--- src/ece_pkg.sv ---
// Package for the easing curve evaluator: default widths, curve codes and
// the Q16 fixed-point constants and table. No dependencies.
package ece_pkg;

  localparam int TIME_BITS_DEF  = 16;
  localparam int VALUE_BITS_DEF = 16;

  // Fraction bits of the normalized time, one divider stage per bit
  localparam int FRAC_BITS = 16;
  localparam int SQRT_STEPS = 17;

  localparam logic [16:0] ONE_Q16  = 17'd65536;
  localparam logic [16:0] HALF_Q16 = 17'd32768;

  typedef enum logic [2:0] {
    CURVE_QUAD  = 3'd0,
    CURVE_QUINT = 3'd1,
    CURVE_CIRC  = 3'd2,
    CURVE_EXPO  = 3'd3,
    CURVE_CUBIC = 3'd4
  } curve_e;

  // 2^(-j/16) in Q16 for j = 0..16
  function automatic logic [16:0] pow2_neg(input logic [4:0] idx);
    logic [16:0] r;
    begin
      case (idx)
        5'd0:    r = 17'd65536;
        5'd1:    r = 17'd62757;
        5'd2:    r = 17'd60097;
        5'd3:    r = 17'd57549;
        5'd4:    r = 17'd55109;
        5'd5:    r = 17'd52773;
        5'd6:    r = 17'd50535;
        5'd7:    r = 17'd48393;
        5'd8:    r = 17'd46341;
        5'd9:    r = 17'd44376;
        5'd10:   r = 17'd42495;
        5'd11:   r = 17'd40693;
        5'd12:   r = 17'd38968;
        5'd13:   r = 17'd37316;
        5'd14:   r = 17'd35734;
        5'd15:   r = 17'd34219;
        5'd16:   r = 17'd32768;
        default: r = 17'd0;
      endcase
      return r;
    end
  endfunction

endpackage

--- src/ece_if.sv ---
// Channel interfaces of the easing curve evaluator: sample input, result
// output and curve register write. Depends on nothing.
interface ece_in_if #(
  parameter int TIME_BITS  = 16,
  parameter int VALUE_BITS = 16
);
  logic                  valid;
  logic                  ready;
  logic [TIME_BITS-1:0]  elapsed;
  logic [VALUE_BITS-1:0] start_value;
  logic [VALUE_BITS-1:0] change;
  logic [TIME_BITS-1:0]  duration;

  modport source (output valid, elapsed, start_value, change, duration, input ready);
  modport sink   (input valid, elapsed, start_value, change, duration, output ready);
endinterface


--- src/ece_front.sv ---
// Front end: accepts samples, flags finished motions and tags each item
// with the active curve. Depends on ece_pkg and ece_if.
module ece_front import ece_pkg::*; #(
  parameter int TIME_BITS  = TIME_BITS_DEF,
  parameter int VALUE_BITS = VALUE_BITS_DEF,
  localparam int ItemW     = 4 + 2 * TIME_BITS + 2 * VALUE_BITS
) (
  ece_in_if.sink          in_i,
  input  curve_e          curve_i,
  output logic            push_valid_o,
  input  logic            push_ready_i,
  output logic [ItemW-1:0] push_data_o
);

  logic fin;

  // Classify: end of motion when the duration is zero or already reached
  assign fin = (in_i.duration == '0) || (in_i.elapsed >= in_i.duration);

  // Pass the handshake straight to the queue
  assign push_valid_o = in_i.valid;
  assign in_i.ready   = push_ready_i;
  assign push_data_o  = {curve_i, fin, in_i.elapsed, in_i.duration,
                         in_i.start_value, in_i.change};

endmodule

--- src/flat_wrapper.sv ---
// flat-port wrapper written by rule: the top's interface ports become plain ports
module ece_front_flat import ece_pkg::*;
#(
  parameter int TIME_BITS  = TIME_BITS_DEF,
  parameter int VALUE_BITS = VALUE_BITS_DEF,
  localparam int ItemW     = 4 + 2 * TIME_BITS + 2 * VALUE_BITS
)
  (curve_i, push_valid_o, push_ready_i, push_data_o, in_i_valid, in_i_elapsed, in_i_start_value, in_i_change, in_i_duration, in_i_ready);
  ece_in_if #(.TIME_BITS(TIME_BITS), .VALUE_BITS(VALUE_BITS)) in_i_i ();
  input  curve_e curve_i;
  output logic push_valid_o;
  input  logic push_ready_i;
  output logic [ItemW-1:0] push_data_o;
  input wire logic [$bits(in_i_i.valid)-1:0] in_i_valid;
  input wire logic [$bits(in_i_i.elapsed)-1:0] in_i_elapsed;
  input wire logic [$bits(in_i_i.start_value)-1:0] in_i_start_value;
  input wire logic [$bits(in_i_i.change)-1:0] in_i_change;
  input wire logic [$bits(in_i_i.duration)-1:0] in_i_duration;
  output wire logic [$bits(in_i_i.ready)-1:0] in_i_ready;
  assign in_i_i.valid = in_i_valid;
  assign in_i_i.elapsed = in_i_elapsed;
  assign in_i_i.start_value = in_i_start_value;
  assign in_i_i.change = in_i_change;
  assign in_i_i.duration = in_i_duration;
  assign in_i_ready = in_i_i.ready;
  ece_front #(.TIME_BITS(TIME_BITS), .VALUE_BITS(VALUE_BITS)) u_core (.in_i(in_i_i), .curve_i(curve_i), .push_valid_o(push_valid_o), .push_ready_i(push_ready_i), .push_data_o(push_data_o));
endmodule
--- config.mk ---
export PLATFORM = sky130hd
export DESIGN_NAME = ece_front_flat
export DESIGN_NICKNAME = d
export VERILOG_FILES = /design/src/ece_pkg.sv /design/src/ece_if.sv /design/src/ece_front.sv /design/src/flat_wrapper.sv
export SDC_FILE = /design/constraint.sdc
export NUM_CORES = 1
export LEC_CHECK = 0
export CAP_MARGIN = 10
export CORE_AREA = 3 3 53 55
export DETAILED_ROUTE_END_ITERATION = 8
export DIE_AREA = 0 0 56 58
export DONT_BUFFER_PORTS = 1
export PLACE_DENSITY = 0.65
export SYNTH_ARGS = -nofsm -noshare
export SYNTH_HDL_FRONTEND = slang
export SYNTH_SLANG_ARGS = --single-unit
--- constraint.sdc ---
create_clock -name vclk -period 8.6
set_input_delay 2.15 -clock vclk [all_inputs]
set_output_delay 2.15 -clock vclk [all_outputs]
set_load 0.05 [all_outputs]
==> key figures <==
Final layout
  – Area delta synth->final: -50.1%
  – Nets: 145
  – Ant. Diodes: 0
  – Non-Filler Instances: 88
  – Clkbuf count: 0
  – Layout cells sized above 1: 0.0345
  – Sequential cell area: 0 um2
  – Multi-input gate area: 389 um2
  – Seq cells: 0
  – Design area: 487 um2
  – FILL cells: 281

Synth
  – Mean Syn Cell Area: 7.61 um2
  – Area leader, netlist: buf_4
  – Top area cells in the synthesized netlist: buf_4 54%, ha_1 21%, inv_1 6.2%
  – Yosys warnings: 0
  – Cells after Synth: 128
  – Synth top area share: 0.539
  – Mapped Nets: 213
  – Synth unique cells: 18
  – Mapped Area: 975 um2
  – Post-synthesis sequential area ratio: 0

GRT
  – Total gr overflow: 0
  – Number of global-route vias before repair: 539
  – First-pass GRT wire length: 2.48 mm
  – Pin count of the biggest net entering global routing: 4
  – All-Layer GR Usage: 0.0942
  – Antenna violations before repair: 0

Timing
  – Max Freq: 0.170 GHz
  – Final setup viols: 0
  – Final slew viol count: 0
  – RSZ-0062 raised after global routing: no
  – Worst Tran Pin Value: 0.473 ns
  – Final Hold Fails: 0
  – Slew margin rel.: 0.685
  – Fin Setup TNS: 0 ns
  – Final period utilization: 0.683
  – Tmin final: 5.87 ns

Job
  – MaxCap Viol Count: 0

Clocking
  – Resized cells post-CTS: 0
  – Hold buffer count at cts: 0
  – Post-CTS Setup Inserts: 0

Route
  – Metal2 WL: 850 um
  – Pre-antenna DRT Iters: 2
  – 1st-iter DRT viols: 7
  – Vias per cell: 5.73
  – Met3 WL: 276 um
  – Vias: 504
  – Routed length per instance: 19.3 um
  – Wl on met1: 472 um
  – Top Layer Used: met4
  – Post-route ant nets: 0
  – WL final: 1.70 mm
  – Post-route DRC: 0

Floorplanning
  – Die H: 58 um
  – Die Area: 3250 um2
  – FP Rows: 18
  – Die Span X: 56 um
  – Initial Util: 0.401
  – # IOs: 139
  – Core box area: 2430 um2

Place
  – Port-buffer cells: 0
  – Detailed placement HPWL: 1.54 mm
  – Area post-placement: 487 um2
  – Gpl congestion: 0.755
  – DP Cell Count: 88

Critical path
  – CP required: 6.45 ns
  – Worst Path Arrival: 3.72 ns
  – Worst-path maximum fanout: 2
  – CP endpoint kind: primary output
  – CP startpoint kind: primary input
  – WS Path Type: in2out

Pwr
  – Power density cells: 41.7 nW/um2
  – Worst vdd ir: 0.0166 mV
  – Leak Pwr: 0.261 nW

Run status
  – Status: finished clean

Min path
  – Hold Path Class: in2out
==> cell type report <==
cell class | instances | area share
multi-input cells | 42 | 0.799
inverters | 16 | 0.123
well taps | 30 | 0.0771
==> power by group <==
group / leakage [nW] / internal (mW) / switching, mW / total, mW
Clock: 0 / 0 / 0 / 0
Sequential: 0 / 0 / 0 / 0
Combinational: 0.261 / 0.00916 / 0.0111 / 0.0203
==> stage by stage <==
step / total power [mW] / setup slack [ns] / util / hold slack [ns]
5_1_grt: 0.0235 / 2.68 / 0.200 / 4.30
6_report: 0.0203 / 2.73 / 0.200 / 4.30
3_5_place_dp: 0.0206 / 2.73 / 0.200 / 4.30
4_1_cts: 0.0208 / 2.72 / 0.200 / 4.30
3_3_place_gp: 0.0195 / 2.74 / 0.200 / 4.30
2_1_floorplan: 0.105 / 2.84 / - / 4.47
==> critical path, cell delays in order <==
cell and delay, ns:
inv_1 0.02, ha_1 0.26, nand2b_4 0.15, a2111oi_4 0.33, nor3_1 0.08, or4_1 0.74
==> path summary, 6_finish.rpt <==
check	start	to	slack (ns)	cells past startpoint
hold / removal	in_i_change[15]	push_data_o[15]	4.30	0
setup / recovery	in_i_elapsed[0]	push_data_o[64]	2.73	6
==> synthesized netlist by cell type <==
cell type  number
a211oi_1        2
nor2_1          1
nor3_1          1
nand3_1         2
or4_1           1
nand4_1         3
o21ai_0         2
a21o_1          2
o21a_1          1
buf_4          70
a21oi_1         3
nor4_1          4
a2111oi_4       1
nand2b_4        1
a41oi_1         1
or3_1           1
inv_1          16
ha_1           16
==> cells in the final DEF (no fill, tap or decap) <==
master	count
nor3_1	1
nor2_1	1
a211oi_1	2
ha_1	16
a41oi_1	1
nand3_1	2
nor4_1	4
a21oi_1	3
a21o_1	2
a2111oi_4	1
nand2b_4	1
nand4_1	3
inv_1	16
or3_1	1
or4_1	1
o21a_1	1
o21ai_0	2
==> layer usage <==
metal | up-vias | GRT usage
li1 | 212 | -
met1 | 221 | 0.0761
met2 | 53 | 0.177
met3 | 18 | 0.0535
met4 | 0 | 0.0542
met5 | - | 0
==> kinds of logic (layout without fill, tap and decap cells) <==
group                    count (synthesis)  count (layout)  synth area share
AO/OA/AOI/OAI                           12              12             0.101
AND/OR/NAND/NOR                         14              14            0.0924
adder cells (fa/ha/maj)                 16              16             0.205
buffers and inverters                   86              16             0.601
Power figures use the tool's default switching activity.
