$ cat src/ece_fifo.sv
// Short item queue between front and back end.
// Depends on nothing.
module ece_fifo #(
  parameter int WIDTH = 8,
  parameter int DEPTH = 2,
  localparam int AW   = (DEPTH > 1) ? $clog2(DEPTH) : 1,
  localparam int CW   = $clog2(DEPTH + 1)
) (
  input  logic             clk_i,
  input  logic             rst_ni,
  input  logic             push_valid_i,
  output logic             push_ready_o,
  input  logic [WIDTH-1:0] push_data_i,
  output logic             pop_valid_o,
  input  logic             pop_ready_i,
  output logic [WIDTH-1:0] pop_data_o
);

  logic [WIDTH-1:0] mem_q [DEPTH];
  logic [AW-1:0]    wr_q, wr_d, rd_q, rd_d;
  logic [CW-1:0]    cnt_q, cnt_d;
  logic             push, pop;

  assign push_ready_o = (cnt_q != CW'(DEPTH));
  assign pop_valid_o  = (cnt_q != '0);
  assign pop_data_o   = mem_q[rd_q];
  assign push = push_valid_i && push_ready_o;
  assign pop  = pop_valid_o && pop_ready_i;

  // Advance pointers with wrap at the depth
  always_comb begin
    wr_d  = wr_q;
    rd_d  = rd_q;
    cnt_d = cnt_q;
    if (push) begin
      wr_d = (wr_q == AW'(DEPTH - 1)) ? '0 : wr_q + AW'(1);
    end
    if (pop) begin
      rd_d = (rd_q == AW'(DEPTH - 1)) ? '0 : rd_q + AW'(1);
    end
    if (push && !pop) begin
      cnt_d = cnt_q + CW'(1);
    end else if (pop && !push) begin
      cnt_d = cnt_q - CW'(1);
    end
  end

  always_ff @(posedge clk_i or negedge rst_ni) begin
    if (!rst_ni) begin
      wr_q  <= '0;
      rd_q  <= '0;
      cnt_q <= '0;
    end else begin
      wr_q  <= wr_d;
      rd_q  <= rd_d;
      cnt_q <= cnt_d;
    end
  end

  // Store payload
  always_ff @(posedge clk_i) begin
    if (push) begin
      mem_q[wr_q] <= push_data_i;
    end
  end

endmodule

$ cat config.mk
export PLATFORM = sky130hd
export DESIGN_NAME = ece_fifo
export DESIGN_NICKNAME = d
export VERILOG_FILES = /design/src/ece_fifo.sv
export SDC_FILE = /design/constraint.sdc
export NUM_CORES = 1
export LEC_CHECK = 0
export ABC_AREA = 1
export BUFFER_PORTS_ARGS = -buffer_cell sky130_fd_sc_hd__buf_4
export CORE_ASPECT_RATIO = 0.8
export CORE_MARGIN = 4
export CORE_UTILIZATION = 35
export CTS_CLUSTER_DIAMETER = 40
export DETAILED_ROUTE_END_ITERATION = 10
export PLACE_DENSITY = 0.71
export SYNTH_ARGS = -nofsm -noshare
export SYNTH_HDL_FRONTEND = slang
export SYNTH_SLANG_ARGS = --single-unit
$ cat constraint.sdc
create_clock -name clk_i -period 1.6 [get_ports clk_i]
set_clock_uncertainty 0.2 [all_clocks]
set_input_delay 0.08 -clock clk_i [delete_from_list [all_inputs] [get_ports clk_i]]
set_output_delay 0.08 -clock clk_i [all_outputs]
set_load 0.05 [all_outputs]
==> results of run 1 <==
## cells in the final DEF (no fill, tap or decap)
master and count:
inv_4 1, ha_4 1, nand2_1 30, dfrtp_1 3, nand4_1 1, nand3_1 2
nor2_1 2, bufinv_16 1, inv_1 4, xnor2_1 1, edfxtp_1 16, dlygate4sd3_1 12
nand2_2 2, clkbuf_4 3, nand2_4 2, xor2_2 1, buf_4 26, inv_2 2
dfrtp_2 1
## sequential cells by signal (all words and copies together) (netlist names)
signal  cells
cnt_q       2
wr_q        1
rd_q        1
mem_q      16
## final timing paths
| kind | startpoint | to | slack (ns) | cells after the start |
|---|---|---|---|---|
| setup reg to reg | cnt_q[0]$_DFFE_PN0P_ | cnt_q[1]$_DFFE_PN0P_ | 0.08 | 9 |
| max in group asynchronous | rst_ni | rd_q$_DFFE_PN0P_ | 0.53 | 3 |
| setup / recovery | cnt_q[0]$_DFFE_PN0P_ | cnt_q[1]$_DFFE_PN0P_ | 0.08 | 9 |
| hold reg to reg | cnt_q[0]$_DFFE_PN0P_ | cnt_q[0]$_DFFE_PN0P_ | 0.33 | 1 |
| hold / removal | push_data_i[0] | mem_q[1][0]$_DFFE_PP_ | 0.30 | 2 |
| min in group asynchronous | rst_ni | cnt_q[0]$_DFFE_PN0P_ | 0.46 | 3 |
## worst register-to-register path: stages (launching register included)
cell	delay, ns
dfrtp_1	0.43
inv_2	0.10
nand2_4	0.06
nand2_4	0.08
inv_1	0.07
ha_4	0.22
inv_1	0.07
nand3_1	0.07
nand2_1	0.06
nand2_1	0.05
## cell type report
class                   instances  area share (%)
flip-flops and latches         20            47.3
inverters                       7            2.34
clock buffers                   3            1.83
multi-input cells              42            18.0
repair buffers                 38            25.6
well taps                      25            2.54
clock inverters                 1            2.44
## per-layer routing
| layer | vias to the layer above | routed length (um) | share of wire [%] | track usage, % |
|---|---|---|---|---|
| li1 | 305 | - | - | - |
| met1 | 254 | 660 | 46 | 11.5 |
| met2 | 17 | 674 | 47 | 16.0 |
| met3 | 0 | 99 | 6.9 | 5.05 |
| met4 | 0 | 0 | 0 | 2.12 |
| met5 | - | 0 | 0 | 0 |
## power breakdown
group | internal [mW] | leakage, nW | switching (mW) | total, mW
Combinational | 0.434 | 0.340 | 0.869 | 1.30
Sequential | 0.727 | 0.195 | 0.0840 | 0.811
Clock | 0.253 | 0.0279 | 0.147 | 0.400
Total | 1.41 | 0.563 | 1.10 | 2.51
## cells by family (layout without fill, tap and decap cells)
kind of cell	Yosys count	count (layout)
flip-flops	20	20
adder cells (fa/ha/maj)	1	1
XOR/XNOR	2	2
AND/OR/NAND/NOR	39	39
buffers and inverters	8	49
## what timing repair did
item                                   CTS  global route
hold buffers                            12             0
gates resized for setup                  2             1
setup endpoints to repair                8             9
setup buffers                            0             3
endpoints found under the hold margin   22             0
==> results.ini, run 1 <==
[timing]
hold_viol = 0
relSlewSlack_pct = 85.9
tightestPinTransition_ns = 0.210
setup_viol = 0
post-route-period-util_pct = 94.8
drv_slew = 0
min_period_ns = 1.52
finalWorstSetupSlack_ns = 0.0825
finalHoldWorstSlack_ns = 0.296
rsz0062_at_grt = no
fmax_ghz = 0.659
tns_ns = 0

[route]
drtIter0Drc = 6
antenna_left = 0
drt-wirelength-per-cell_um = 10.5
drc_errors = 0
first_pass_iters = 4
num_vias = 576
detail_route.vias_per_cell = 4.24
drt_wl_total_um = 1430

[finish]
regArea_um2 = 582
fillCellCount = 183
final_cells = 136
multi_input_area_um2 = 221
drive_gt1_share_pct = 36.0
syn2layout_area_growth_pct = 48.9
finish.utilization_pct = 56.1
stdcell_area_um2 = 1230
final_nets = 125
antenna_cells = 0

[logic_synthesis]
async_reset_ff_share_pct = 20.0
synth_edf_count = 16
synth-adder-area-share_pct = 1.51
ys_top_cells_by_count = 30 x nand2_1, 16 x edfxtp_1, 4 x dfrtp_1, 4 x inv_1, 3 x inv_2
syn_nets = 83
synthesis.area_um2 = 827
syn_area_per_cell_um2 = 11.8
yosys.area_share.simple_pct = 20.7
yosysSeqAreaShare_pct = 70.2
ys.flop_type = edfxtp_1
synth_compound_area_share_pct = 0
netlist.area_leader.share_pct = 58.1
synth-warning-count = 0
yosysMostFrequentCell = nand2_1
synthCells = 70
synthTopCellsByArea = edfxtp_1 58%, nand2_1 14%, dfrtp_1 12%
synth.largest_area_cell = edfxtp_1
synth_top_family_by_area = simple AND/OR/NAND/NOR gates
synth_mux_area_share_pct = 0
ys_seq_elements = 20
synthXorXnorAreaFrac_pct = 3.03
ys_types = 14

[worst_setup_path]
critPathKind = flip-flop to flip-flop
arrival_ns = 1.51
cp_data_required_time_ns = 1.59
crit_family = flip-flops
path_cells = inv_2 -> nand2_4 -> nand2_4 -> inv_1 -> ha_4 -> inv_1 -> nand3_1 -> nand2_1 -> nand2_1
critical_path_buf_inv_count = 3
crit_slowest_cell = dfrtp_1
critPathMaxFanout = 4
slowest_delay_ns = 0.43
start_kind = flip-flop
crit_path_end_kind = flip-flop

[worst_hold_path]
hp-class = input port to flip-flop

[status]
outcome = finished, final reports clean

[global_route]
grt_pass1_wl_um = 2390
grt_max_degree = 13
antenna_found_initial = 0
globalRoute.totalOverflow = 0
grt.total_usage_pct = 9.79
first_global_vias = 559

[placement]
post-place-ws_ns = 0.0461
placement.io_buffers = 21
placed_cells = 117
gp_congestion = 0.718
post_dp_cell_area_um2 = 1020
dp_hpwl_um = 1020

[cts]
clkTransAtPathRegs_ns = 0.11
cts.sinks = 20
cts_max_path_buffers = 2
cts_tree = built
cts.htree.levels = 1
root_buffer = clkbuf_4
worstSkewPairLatency_ns = 0.30
numCtsBuffers = 3

[floorplanning]
io_pins = 22
die_area_um2 = 3210
die_w_um = 62.4
num_rows = 15
initial_core_util_pct = 37.7
dieHeight_um = 51.5
core-area_um2 = 2200

[run]
maxCapViolations = 0

[power]
ir_drop_mv = 1.14
power_leakage_nw = 0.563
totalPowerFinal_mw = 2.51
p_per_area_nw_per_um2 = 2040

Power figures use the tool's default switching activity.
==> run 2: changes to the inputs <==
REMOVE_ABC_BUFFERS = 1   (was unset)
==> run 2 against run 1 <==
Via count increased by 4.7%. Clock-buffer cell count unchanged. Setup slack improved by 0.025 ns. Non-clock buffer count unchanged. Sequential power decreased by 0.7%. Power decreased by 7.0%. Design area decreased by 2.4%. Final cell count decreased by 0.74%. Sequential share of layout area increased by 1.2 points. Critical path type is now flip-flop to output pin. Largest cell class unchanged.
==> results.ini, run 2 (synthesis results as in run 1) <==
[status]
outcome = finished, final reports clean

[route]
drtIter0Drc = 10
drt-wirelength-per-cell_um = 11.1
drt_wl_total_um = 1510
drc_errors = 0
antenna_left = 0
num_vias = 603
detail_route.vias_per_cell = 4.47
first_pass_iters = 5

[worst_setup_path]
slowest_delay_ns = 0.46
crit_path_end_kind = output pin
path_cells = buf_4 -> nand2_1 -> nand2_1 -> buf_4
reg2reg_depth = 9
critPathMaxFanout = 5
critPathKind = flip-flop to output pin
start_kind = flip-flop
arrival_ns = 1.21
crit_slowest_cell = dfrtp_2
cp_data_required_time_ns = 1.32

[global_route]
met2_usage_pct = 17.8
use_met3_pct = 4.62
grt_max_degree = 11
first_global_vias = 590
globalRoute.totalOverflow = 0
grt.total_usage_pct = 10.2
gr-max-usage-layer = met2
use_met1_pct = 11.7
grt_pass1_wl_um = 2480
antenna_found_initial = 0

[floorplanning]
dieHeight_um = 51.5
io_pins = 22
die_w_um = 62.4
num_rows = 15
core-area_um2 = 2200
initial_core_util_pct = 37.7
die_area_um2 = 3210

[worst_hold_path]
min_path_cells = 2
hp-class = input port to flip-flop

[timing]
finalHoldWorstSlack_ns = 0.318
post-route-period-util_pct = 93.3
rsz0062_at_grt = no
finalWorstSetupSlack_ns = 0.108
relSlewSlack_pct = 86.7
tightestPinTransition_ns = 0.199
min_period_ns = 1.49
drv_slew = 0
hold_viol = 0
fmax_ghz = 0.670
setup_viol = 0

[cts]
worstSkewPairLatency_ns = 0.29
root_buffer = clkbuf_4
cts_max_path_buffers = 2
cts_tree = built
clkTransAtPathRegs_ns = 0.10
cts.htree.levels = 1
cts.sinks = 20
numCtsBuffers = 3

[finish]
syn2layout_area_growth_pct = 45.2
top_regs = mem_q (16), cnt_q (2)
final_nets = 125
final_cell_mix = 30 x nand2_1, 26 x buf_4, 16 x edfxtp_1, 12 x dlygate4sd3_1, 4 x inv_1
regMostFlops = mem_q
finish.utilization_pct = 54.7
antenna_cells = 0
drive_gt1_share_pct = 35.5
fillCellCount = 190
final_common_cell = nand2_1
final_cells = 135
largest_register_ffs = 16
stdcell_area_um2 = 1200

[placement]
placed_cells = 117
post-place-ws_ns = 0.0437
placement.io_buffers = 21
gp_congestion = 0.763
post_dp_cell_area_um2 = 1020
dp_hpwl_um = 1080

[run]
maxCapViolations = 0

[power]
ir_drop_mv = 1.05
power_leakage_nw = 0.549
p_per_area_nw_per_um2 = 1950

[run 2: timing repair]
item,4_1_cts,5_1_grt
hold endpoints to repair,22,0
hold buffers,12,0
buffers inserted,0,3
resized for setup,1,3
endpoints found under the setup margin,8,9
[run 2: per-stage QoR]
| stage | setup TNS, ns | total power [mW] |
|---|---|---|
| after detailed placement | 0 | 2.02 |
| after global placement | 0 | 2.00 |
| after floorplan | -0.524 | 1.66 |
| after global routing | 0 | 2.50 |
| final | 0 | 2.34 |
| after CTS | 0 | 2.27 |
[run 2: area by class of cell]
type                            instances  area (um^2)  share of cell area [%]
Tap cell                               25         31.3                    2.60
Timing Repair Buffer                   38          315                    26.3
Inverter                                7         28.8                    2.40
Clock buffer                            3         22.5                    1.88
Multi-Input combinational cell         42          221                    18.4
Sequential cell                        20          582                    48.4
[run 2: metal layers]
layer / share of wire, % / wire (um)
met1: 43 / 654
met2: 49 / 741
met3: 6.7 / 101
met4: 0.53 / 8
met5: 0 / 0
[run 2: path summary, 6_finish.rpt]
kind	start	end	slack [ns]
max in group asynchronous	rst_ni	rd_q$_DFFE_PN0P_	0.53
worst min register to register	cnt_q[1]$_DFFE_PN0P_	cnt_q[1]$_DFFE_PN0P_	0.39
worst min-delay path	push_data_i[7]	mem_q[1][7]$_DFFE_PP_	0.32
min in group asynchronous	rst_ni	wr_q$_DFFE_PN0N_	0.48
worst max-delay path	rd_q$_DFFE_PN0P_	pop_data_o[7]	0.11
worst max register to register	cnt_q[0]$_DFFE_PN0P_	cnt_q[1]$_DFFE_PN0P_	0.11
[run 2: critical path: cells and delay by family, from the launching register on]
| kind | cells | cell delay [ns] |
|---|---|---|
| simple gates | 2 | 0.10 |
| flops | 1 | 0.46 |
| buf+inv | 2 | 0.35 |
[run 2: power breakdown]
part	switching [mW]	leakage, nW	internal, mW	total (mW)
combinational	0.876	0.340	0.437	1.31
sequential	0.0777	0.195	0.727	0.805
clock	0.132	0.0138	0.0875	0.219
==> run 3: changes to the inputs <==
CORE_UTILIZATION = 40   (was 35)
PLACE_DENSITY = 0.78   (was 0.71)
==> run 3 against run 2 <==
Setup slack lost 0.017 ns. Hold slack lost 0.013 ns. Design area grew 2.9%. Global-route usage grew 0.69 points. First-iteration DRC count grew to 3.1 times the previous value.
==> results.ini, run 3 (synthesis results as in run 1) <==
[placement]
placed_cells = 116
placement.io_buffers = 21
gp_congestion = 0.729
dp_hpwl_um = 1010
post-place-ws_ns = 0.0433

[power]
power_leakage_nw = 0.566
totalPowerFinal_mw = 2.56
p_per_area_nw_per_um2 = 2070
ir_drop_mv = 1.35

[global_route]
first_global_vias = 533
antenna_found_initial = 0
grt.total_usage_pct = 10.9
grt_pass1_wl_um = 2330
grt_max_degree = 13
globalRoute.totalOverflow = 0

[worst_setup_path]
arrival_ns = 1.23
path_cells = clkbuf_2 -> nand2_1 -> nand2_1 -> buf_4
cp-startpoint = rd_q$_DFFE_PN0P_
critPathMaxFanout = 5
r2r-end = cnt_q[1]$_DFFE_PN0P_
crit_end = pop_data_o[5]
crit_top_cell = nand2_1
crit_slowest_cell = dfrtp_2
cp_data_required_time_ns = 1.32
critical_path_buf_inv_count = 2
rr_startpoint = cnt_q[0]$_DFFE_PN0P_
reg2reg_depth = 8
rrSetupSlack_ns = 0.12
critPathKind = flip-flop to output pin
slowest_delay_ns = 0.43
crit_family = flip-flops
cp.depth = 4
crit_path_end_kind = output pin
start_kind = flip-flop

[timing]
post-route-period-util_pct = 94.3
hold_viol = 0
finalHoldWorstSlack_ns = 0.305
drv_slew = 0
setup_viol = 0
tightestPinTransition_ns = 0.217
min_period_ns = 1.51
rsz0062_at_grt = no
fmax_ghz = 0.663
finalWorstSetupSlack_ns = 0.0911
relSlewSlack_pct = 85.5

[cts]
cts.htree.levels = 1
cts_tree = built
worstSkewPairLatency_ns = 0.30
cts.sinks = 20
cts_max_path_buffers = 2
root_buffer = clkbuf_4
numCtsBuffers = 3
clkTransAtPathRegs_ns = 0.11

[finish]
final_common_cell = nand2_1
antenna_cells = 0
final_cells = 136
largest_register_ffs = 16
syn2layout_area_growth_pct = 49.5
top_regs = mem_q (16), cnt_q (2)
drive_gt1_share_pct = 37.5
regMostFlops = mem_q
final_nets = 126
final_cell_mix = 30 x nand2_1, 26 x buf_4, 16 x edfxtp_1, 12 x dlygate4sd3_1, 4 x inv_1
finish.utilization_pct = 64.2

[worst_hold_path]
min_from = push_data_i[7]
hp-class = input port to flip-flop

[floorplanning]
num_rows = 14
initial_core_util_pct = 42.9
dieHeight_um = 48.7
io_pins = 22
core-area_um2 = 1930
die_area_um2 = 2860
die_w_um = 58.8

[route]
drt_wl_total_um = 1640
drc_errors = 0
drtIter0Drc = 31
detail_route.vias_per_cell = 4.44
drt-wirelength-per-cell_um = 12.1
first_pass_iters = 4
num_vias = 604
antenna_left = 0

[run]
maxCapViolations = 0

[status]
outcome = finished, final reports clean

-- run 3: cell types whose count changed in the layout (fill, tap and decap cells not counted) --
cell	before	now
dfrtp_1	3	2
clkbuf_2	0	1
bufinv_16	0	1
dfrtp_2	1	2
-- run 3: final cells by class --
cell class / instances / area, um^2
Sequential cell: 20 / 583
Timing Repair Buffer: 39 / 320
Clock buffer: 3 / 22.5
Clock inverter: 1 / 30.0
Multi-Input combinational cell: 42 / 221
Tap cell: 24 / 30.0
Fill cell: 155 / 691
Inverter: 7 / 28.8
-- run 3: per-layer routing --
layer	share of wire (%)	GRT usage (%)	wire [um]	up-vias
li1	-	-	-	307
met3	5.9	4.79	97	0
met1	42	14.1	691	279
met2	52	16.9	849	18
met4	0	2.26	0	0
met5	0	0	0	-
-- run 3: how the worst min path moves through the flow --
stage / depth (start not counted) / to / slack, ns
4_1_cts: 2 / mem_q[0][0]$_DFFE_PP_ / 0.30
5_1_grt: 2 / mem_q[0][4]$_DFFE_PP_ / 0.29
6_report: 2 / mem_q[0][7]$_DFFE_PP_ / 0.31
2_1_floorplan: 0 / cnt_q[0]$_DFFE_PN0P_ / -0.42
3_3_place_gp: 1 / cnt_q[0]$_DFFE_PN0P_ / -0.32
3_5_place_dp: 1 / cnt_q[1]$_DFFE_PN0P_ / -0.32
-- run 3: what timing repair did --
item / CTS / global route
setup buffers: 0 / 4
hold buffers: 12 / 0
endpoints found under the hold margin: 22 / 0
gates resized for setup: 2 / 2
endpoints found under the setup margin: 8 / 4
-- run 3: through the flow --
step | cell area (um^2) | TNS (ns)
finish | 1240 | 0
global route | 1240 | 0
CTS | 1190 | 0
floorplan | 816 | -0.524
global placement | 1020 | 0
detailed placement | 1020 | 0
-- run 3: worst reg2reg max path, cell delays in order (launching register included) --
cell and delay [ns]:
dfrtp_1 0.40, inv_2 0.10, nand2_4 0.06, nand2_4 0.08
inv_1 0.07, ha_4 0.28, inv_1 0.05, nand4_1 0.09
nand2_1 0.06
-- run 3: power breakdown --
group / total (mW) / internal [mW] / switching [mW] / leakage [nW]
combinational: 1.35 / 0.451 / 0.899 / 0.344
sequential: 0.804 / 0.730 / 0.0742 / 0.194
clock: 0.402 / 0.253 / 0.148 / 0.0279
